File: src/sv/assert_macros.svh
// Assertion macros used by the top-level RTL file
`ifndef ASSERT_MACROS_SVH
`define ASSERT_MACROS_SVH

// Implication checked on every rising clock edge outside reset
`define OND_ASSERT(lbl, clk_s, rst_s, prop, msg) \
  lbl: assert property (@(posedge clk_s) disable iff (rst_s) (prop)) else $error(msg);

// Condition that must never hold outside reset
`define OND_NEVER(lbl, clk_s, rst_s, cond, msg) \
  lbl: assert property (@(posedge clk_s) disable iff (rst_s) !(cond)) else $error(msg);

`endif

File: src/sv/ond_pkg.sv
// Types and constants for the octahedral normal decoder
`default_nettype none
package ond_pkg;

  localparam int FULL_SCALE = 32767;
  localparam int MW    = 15;   // component magnitude
  localparam int QW    = 15;   // quotient bits, one per cell
  localparam int PW    = 30;   // product of two magnitudes
  localparam int SW    = 32;   // squared length
  localparam int TW    = 62;   // 4 * (K*m)^2
  localparam int AW    = 68;   // running products in the cells
  localparam int NCELL = QW;
  localparam int BW    = 4;    // bit index

  typedef struct packed {
    logic signed [15:0] enc_x;
    logic signed [15:0] enc_y;
  } item_t;

  typedef struct packed {
    logic signed [15:0] norm_x;
    logic signed [15:0] norm_y;
    logic signed [15:0] norm_z;
  } result_t;

  typedef struct packed {
    logic                   valid;
    logic [2:0][MW-1:0]     mag;
    logic [2:0]             neg;
  } f1_t;

  typedef struct packed {
    logic                   valid;
    logic [2:0][PW-1:0]     sq;
    logic [2:0][PW-1:0]     km;
    logic [2:0]             neg;
  } f2_t;

  typedef struct packed {
    logic                   valid;
    logic [SW-1:0]          s;
    logic [2:0][TW-1:0]     t;
    logic [2:0]             neg;
  } front_t;

  typedef struct packed {
    logic signed [AW-1:0]   a;    // d^2 * s for the accepted prefix
    logic signed [AW-1:0]   b;    // d * s
    logic [TW-1:0]          t;
    logic [QW-1:0]          q;
    logic                   neg;
  } lane_t;

  typedef struct packed {
    logic                   valid;
    logic [SW-1:0]          s;
    lane_t [2:0]            lane;
  } cell_t;

endpackage
`default_nettype wire

File: src/sv/ond_cell.sv
// One quotient bit of the rounded normalisation, for all three components
`default_nettype none
module ond_cell (
  input  wire logic                   clk,
  input  wire logic                   rst,
  input  wire logic                   en,
  input  wire logic [ond_pkg::BW-1:0] bit_idx,
  input  wire ond_pkg::cell_t         din,
  output ond_pkg::cell_t              dout
);

  ond_pkg::cell_t dout_next;
  logic signed [ond_pkg::AW-1:0] sx;
  logic signed [ond_pkg::AW-1:0] cand [3];
  logic [5:0] sh_b1, sh_b2, sh_s;

  // candidate d = D + 2^(b+1): d^2 s = D^2 s + D s 2^(b+2) + s 2^(2b+2)
  always_comb begin
    sx    = $signed({{(ond_pkg::AW-ond_pkg::SW){1'b0}}, din.s});
    sh_b1 = {2'b00, bit_idx} + 6'd1;
    sh_b2 = {2'b00, bit_idx} + 6'd2;
    sh_s  = {1'b0, bit_idx, 1'b0} + 6'd2;
    dout_next = din;
    for (int i = 0; i < 3; i++) begin
      cand[i] = din.lane[i].a + (din.lane[i].b <<< sh_b2) + (sx <<< sh_s);
      if (cand[i] <= $signed({{(ond_pkg::AW-ond_pkg::TW){1'b0}}, din.lane[i].t})) begin
        dout_next.lane[i].a = cand[i];
        dout_next.lane[i].b = din.lane[i].b + (sx <<< sh_b1);
        dout_next.lane[i].q = din.lane[i].q | (ond_pkg::QW'(1) << bit_idx);
      end
    end
  end

  always_ff @(posedge clk) begin
    if (rst) begin
      dout <= '0;
    end else if (en) begin
      dout <= dout_next;
    end
  end

endmodule
`default_nettype wire

File: config.mk
export PLATFORM = sky130hd
export DESIGN_NAME = ond_cell
export DESIGN_NICKNAME = d
export VERILOG_FILES = /design/src/sv/assert_macros.svh /design/src/sv/ond_pkg.sv /design/src/sv/ond_cell.sv
export SDC_FILE = /design/constraint.sdc
export NUM_CORES = 2
export LEC_CHECK = 0
export ABC_AREA = 1
export BUFFER_PORTS_ARGS = -buffer_cell sky130_fd_sc_hd__buf_2
export CAP_MARGIN = 20
export CORE_MARGIN = 5
export CORE_UTILIZATION = 30
export CTS_CLUSTER_SIZE = 40
export DETAILED_ROUTE_END_ITERATION = 12
export MAX_ROUTING_LAYER = met4
export PLACE_DENSITY = 0.46
export SLEW_MARGIN = 20
export SYNTH_ARGS = -nofsm -noshare
export SYNTH_HDL_FRONTEND = slang
export SYNTH_SLANG_ARGS = --single-unit
File: constraint.sdc
create_clock -name clk -period 9.4 [get_ports clk]
set_input_delay 0.94 -clock clk [delete_from_list [all_inputs] [get_ports clk]]
set_output_delay 0.94 -clock clk [all_outputs]
set_load 0.05 [all_outputs]
### Yosys cells after proc, flatten, opt, wreduce, memory -nomap -nowiden

Cells that the tools add are included.

* $add $sub $neg: 12
* multipliers: 0
* div/mod/pow operators: 0
* magnitude comparators: 3
* equality and inequality tests: 0
* shift-type cells: 6
* multiplexer cells: 6
* bitwise logic cells: 3
* reductions and logical operators: 0

Operators with widths (number)
* $add A68 B68 Y68: 9
* $mux W136: 3
* $le A68 B63 Y1: 3
* $sshl A68 B5 Y68: 3
* $sshl A33 B5 Y68: 1
* $sshl A33 B6 Y68: 1
* $mux W15: 3
* $or A15 B15 Y15: 3
* $shl A1 B4 Y15 const A: 1
* $add A5 B2 Y6 const B: 1
* $add A4 B1 Y5 const B: 1
* $add A4 B2 Y5 const B: 1

* register bits after elaboration: 675
* latch bits: 0
* RAM bits: 0
* bits in read-only memories: 0
* input port bits: 682
* output and inout bits: 675
* logic and storage cells: 47
* memories: 0

### Logic depth before layout (Yosys ltp)

* word-level depth: 6
* gate-level depth with buffers: 56
* mapped depth without buffers: 48

### Least setup slack after synthesis

No wires, ideal clock.

* kind: input to register
* start point: input port bit_idx[1] in the netlist's numbering
* end point: register dout[211] in the netlist's numbering
* setup time: 0.132 ns
* arrival time: 7.841 ns
* path slack: 1.427 ns
* stages: 49
* path buffers: 9
* cells stage by stage: buf_2 inv_1 buf_2 buf_2 buf_2 clkbuf_1 ha_1 inv_1 clkbuf_1 buf_1 nand4_1 o21ai_0 inv_1 nor2_1 nand2_1 fa_1 inv_1 ha_1 (+13 left out) nor2_1 nand3_1 nand2_1 nor2_1 nand2_1 nand2_1 nand2_1 nand2_1 nand2_1 nand2_1 nand2_1 nand2_1 nand4_1 buf_2 buf_1 nand3b_1 nand3_1 a21oi_1

* word-level cells in the longest chain between the ends: 6

RTL lines
* start: declaration: RTL line ond_cell.sv:7 `input wire logic [ond_pkg::BW-1:0] bit_idx,`
* $add A4 B2 Y5: RTL line ond_cell.sv:21 `sh_b2 = {2'b00, bit_idx} + 6'd2;`
* $sshl A68 B5 Y68: RTL line ond_cell.sv:25 `cand[i] = din.lane[i].a + (din.lane[i].b <<< sh_b2) + (sx <<< sh_s);`
* $add A68 B68 Y68: RTL line ond_cell.sv:25
* $add A68 B68 Y68 *: RTL line ond_cell.sv:25
* $le A68 B63 Y1: RTL line ond_cell.sv:26 `if (cand[i] <= $signed({{(ond_pkg::AW-ond_pkg::TW){1'b0}}, din.lane[i].t})) begin`
* $mux W136 *: RTL line ond_cell.sv:26
* end signal: assignment: RTL line ond_cell.sv:38 `dout <= dout_next;`
* end: declaration: RTL line ond_cell.sv:9 `output ond_pkg::cell_t dout`

Every way passes the cells marked *; elsewhere a longest branch is shown, timed or not.
A chain may end at the register's enable or synchronous reset.

### Worst setup path after layout

* start point: input port bit_idx[0] in the netlist's numbering
* end point: register dout[508] in the netlist's numbering

* word-level cells in the longest chain between the ends: 6

RTL lines (RTL line)
* $add A4 B2 Y5: ond_cell.sv:21
* $sshl A68 B5 Y68: ond_cell.sv:25
* $add A68 B68 Y68 (2 in series): ond_cell.sv:25
* $le A68 B63 Y1: ond_cell.sv:26
* $mux W136 *: ond_cell.sv:26

Marks and branches as above.

==> run metrics <==
effective utilization at floorplan=between 30% and 40%; maximum number of pins on one net before global-route repair=180; setup repair after global routing missed its margin=false; post-layout util=around 38%; post_cts resized=0; setup slack of the worst register-to-register path=8510 ps; routed length per placed instance=roughly 28 um; Cell variety after synth=59; MaxCap Viol Count=0; signal arrival time at the worst endpoint=between 9000 and 10,000 ps; number of synthesized flops with an enable pin=0; transition time of the tightest slew-check pin=between 1000 and 1500 ps; Pwr Density=approximately 290 nW/um2; sequential cell area fraction in the yosys report=17.1%; YS warnings=0; number of buffers inserted for hold repair after clock tree synthesis=0; final weighted congestion in routability-driven placement=between 1 and 1.5; part of the power in registers=about 13%; switching share of total power=between 50% and 60%; clock network fraction of total power=a little over an eighth; path depth of the worst reg2reg path=2; largest clock skew in the final design=0 ps; largest fanout of any net on the critical path=approximately 140; die outline area=274,000 um2; summed instance area of the synthesized netlist=79,100 um2; first-pass iteration count of the detailed router=6; filler cell count in the final layout=30.2k; start point of the worst hold path=din[0]; Max Slew Vio Count=0; number of I/O pins=roughly 1.4k; die extent in x=523 um; Critical Path Max Stage Delay=between 500 and 600 ps; outcome=completed; Largest Register=dout; mean instance size in the synthesized netlist=between 6 and 7 um2; total routed wirelength=a little over 500 mm; flip-flop count of the largest register, all copies and words added=just under 700; final antenna-violating net count=0; total core area=roughly 260,000 um2; Post-Route Setup TNS=0 ps; Chip Height=523 um; internal power consumption=0.0125 W; net switching power=0.0157 W; share of flip-flops with an asynchronous set or reset after synthesis=0%; vias=just under 100k; total number of nets in the final design=approximately 16k; number of endpoints failing setup at the final stage=0; GR Util All Layers=between 30 and 40%; total of flip-flops plus latches after synthesis=~680; fraction of final layout cells sized beyond drive strength 1=between 15 and 20%; cell mode on critical path=sky130_fd_sc_hd__o21ai_0; clock transition at the registers of the reported paths=70 ps; count of buffers from port buffering=about 1.4k; part of the total power dissipated in combinational logic=73.1%; maximum count of clock buffers along a single path=3; Site Rows=188; Rel. slew slack=12.7%; CTS Buf Count=91; worst ir drop on vdd=0.203 mV; type of the worst min-delay path=primary input to flip-flop; crit path capture type=flip-flop; primary flip-flop cell chosen by synthesis mapping=sky130_fd_sc_hd__dfxtp_1; root buffer selected by CTS=sky130_fd_sc_hd__clkbuf_16; sinks on the clock net=between 600 and 700; latest clock arrival within the worst-skew pair=~750 ps; startpoint of the worst-slack reg-to-reg timing path=dout[301]; leakage component of the power=49.9 nW; hold worst-path end=dout[0]; achievable frequency=between 0.1 and 0.15 GHz; GR Overflow Total=0; via count of the first global-routing pass=a little over 90k; initial detailed-routing violation count=roughly 10k; number of cells on the worst hold path=3; global-route wire length before repair=just over 700 mm; antenna violations before repair=between 100 and 150; category of the worst setup path launch point=primary input; Post-Synthesis Net Count=roughly 15k; Vias per Instance=about 5.3; HPWL after detailed placement=about 440 mm; crit path kind=primary input to flip-flop; postcts setup bufs=0; clock tree from TritonCTS=yes; post-detailed-route DRC marker count=0; Area growth syn-to-layout=24.6%; synthesized netlist cell count=13.1k; registers with the highest flip-flop counts=dout (675); Slowest-stage cell, CP=sky130_fd_sc_hd__o21ai_0; count of endpoints failing hold in the final timing report=0; number of levels in the clock H-tree=3; CP Data Required Time=slightly above 10,000 ps; final critical-path required period=approximately 9000 ps; end of the worst register-to-register path=dout[301]; share of the clock period used by the worst path after layout=between 90% and 100%
-- stage by stage --
step                      area, um2  hold slack (ps)  std cells  setup slack [ps]  total power, W
after detailed placement      95100              452      18200               118          0.0240
after global routing          98500              398      18500               124          0.0300
final                         98500              411      18500               400          0.0282
after CTS                     98300              357      18400               936          0.0280
after floorplan               79100              686      13100              1430          0.0157
after global placement        95000              451      18200              36.3          0.0241
-- worst max path at each step --
stage / startpoint / to / slack, ps / depth (start not counted)
2_1_floorplan: bit_idx[1] / dout[211] / 1430 / 49
3_3_place_gp: bit_idx[0] / dout[508] / 40 / 39
3_5_place_dp: bit_idx[2] / dout[352] / 120 / 44
4_1_cts: bit_idx[2] / dout[357] / 940 / 45
5_1_grt: bit_idx[0] / dout[506] / 120 / 44
6_report: bit_idx[0] / dout[508] / 400 / 38
-- power by group through the flow --
stage	combinational, W	clock (W)	sequential (W)
2_1_floorplan	0.0100	0	0.00565
3_3_place_gp	0.0203	0	0.00382
3_5_place_dp	0.0202	0	0.00382
4_1_cts	0.0203	0.00389	0.00377
5_1_grt	0.0222	0.00398	0.00383
6_report	0.0206	0.00381	0.00378
-- final cells by class --
class | instances | area, um2 | share of cell area [%]
inverters | 1694 | 6390 | 6.49
diodes | 100 | 250 | 0.254
repair buffers | 2236 | 14100 | 14.3
clock inverters | 45 | 646 | 0.655
clock buffers | 119 | 2550 | 2.59
well taps | 3515 | 4400 | 4.46
multi-input cells | 10100 | 56700 | 57.5
flip-flops and latches | 675 | 13500 | 13.7
-- routing by layer --
layer	wire length, um	global-route usage, %
met5	0	-
met2	224000	55.6
met4	22600	13.6
met1	226000	48.7
met3	44100	7.05
-- worst max-delay path, delay by kind of cell --
family / cells / cell delay [ps]
compound gates: 12 / 3500
buf+inv: 12 / 2190
simple gates: 10 / 1380
fa+ha+maj: 3 / 1070
xor+xnor: 1 / 320
-- cell usage in the layout, fill, tap and decap left out, types with 70 or more instances in the layout --
cell type                   count
sky130_fd_sc_hd__clkbuf_16     91
sky130_fd_sc_hd__ha_1         582
sky130_fd_sc_hd__dfxtp_1      675
sky130_fd_sc_hd__o21ai_0     1366
sky130_fd_sc_hd__a21oi_1     1357
sky130_fd_sc_hd__fa_1         202
sky130_fd_sc_hd__nand3_1      966
sky130_fd_sc_hd__xor2_1       208
sky130_fd_sc_hd__inv_1       1678
sky130_fd_sc_hd__nand3b_1      93
sky130_fd_sc_hd__buf_4        827
sky130_fd_sc_hd__xnor2_1      164
sky130_fd_sc_hd__nor3_1        70
sky130_fd_sc_hd__nand2_1     3220
sky130_fd_sc_hd__nor2_1      1066
sky130_fd_sc_hd__buf_2       1352
sky130_fd_sc_hd__a31oi_1       70
sky130_fd_sc_hd__mux2i_1      225
sky130_fd_sc_hd__diode_2      100
-- cells by family (layout without fill, tap and decap cells) --
family,count (synthesis),after routing,synth area share [%]
adder cells (fa/ha/maj),787,787,14.4
other,0,100,0
XOR/XNOR,373,373,4.13
flip-flops,675,675,17.1
AND/OR/NAND/NOR,5555,5555,28.9
AO/OA/AOI/OAI,3155,3155,21.2
buffers and inverters,2318,4094,11.5
multiplexers,225,225,2.85
-- synth_stat cells, types with 13 or more instances --
cell	n	area [um2]
sky130_fd_sc_hd__a31o_2	20	175
sky130_fd_sc_hd__a31oi_1	70	438
sky130_fd_sc_hd__fa_1	202	4040
sky130_fd_sc_hd__buf_6	27	304
sky130_fd_sc_hd__o21a_1	66	495
sky130_fd_sc_hd__mux2i_1	225	2250
sky130_fd_sc_hd__nand3_1	967	4840
sky130_fd_sc_hd__o22ai_1	38	238
sky130_fd_sc_hd__buf_1	131	492
sky130_fd_sc_hd__nand2_1	3226	12100
sky130_fd_sc_hd__or2_2	13	81.3
sky130_fd_sc_hd__a21boi_0	18	135
sky130_fd_sc_hd__dfxtp_1	675	13500
sky130_fd_sc_hd__o21bai_1	56	420
sky130_fd_sc_hd__inv_1	1686	6330
sky130_fd_sc_hd__xnor2_1	165	1450
sky130_fd_sc_hd__o211ai_1	36	270
sky130_fd_sc_hd__nor4_1	32	200
sky130_fd_sc_hd__o21ai_1	14	70.1
sky130_fd_sc_hd__a211oi_1	13	97.6
sky130_fd_sc_hd__o21ai_0	1374	6880
sky130_fd_sc_hd__xor2_1	208	1820
sky130_fd_sc_hd__nand3b_1	93	698
sky130_fd_sc_hd__nor3_1	70	350
sky130_fd_sc_hd__a21o_1	54	405
sky130_fd_sc_hd__buf_2	104	521
sky130_fd_sc_hd__nand4_1	60	375
sky130_fd_sc_hd__clkbuf_1	354	1330
sky130_fd_sc_hd__ha_1	585	7320
sky130_fd_sc_hd__nor2_1	1070	4020
sky130_fd_sc_hd__a21oi_1	1357	6790
Power figures use the tool's default switching activity.
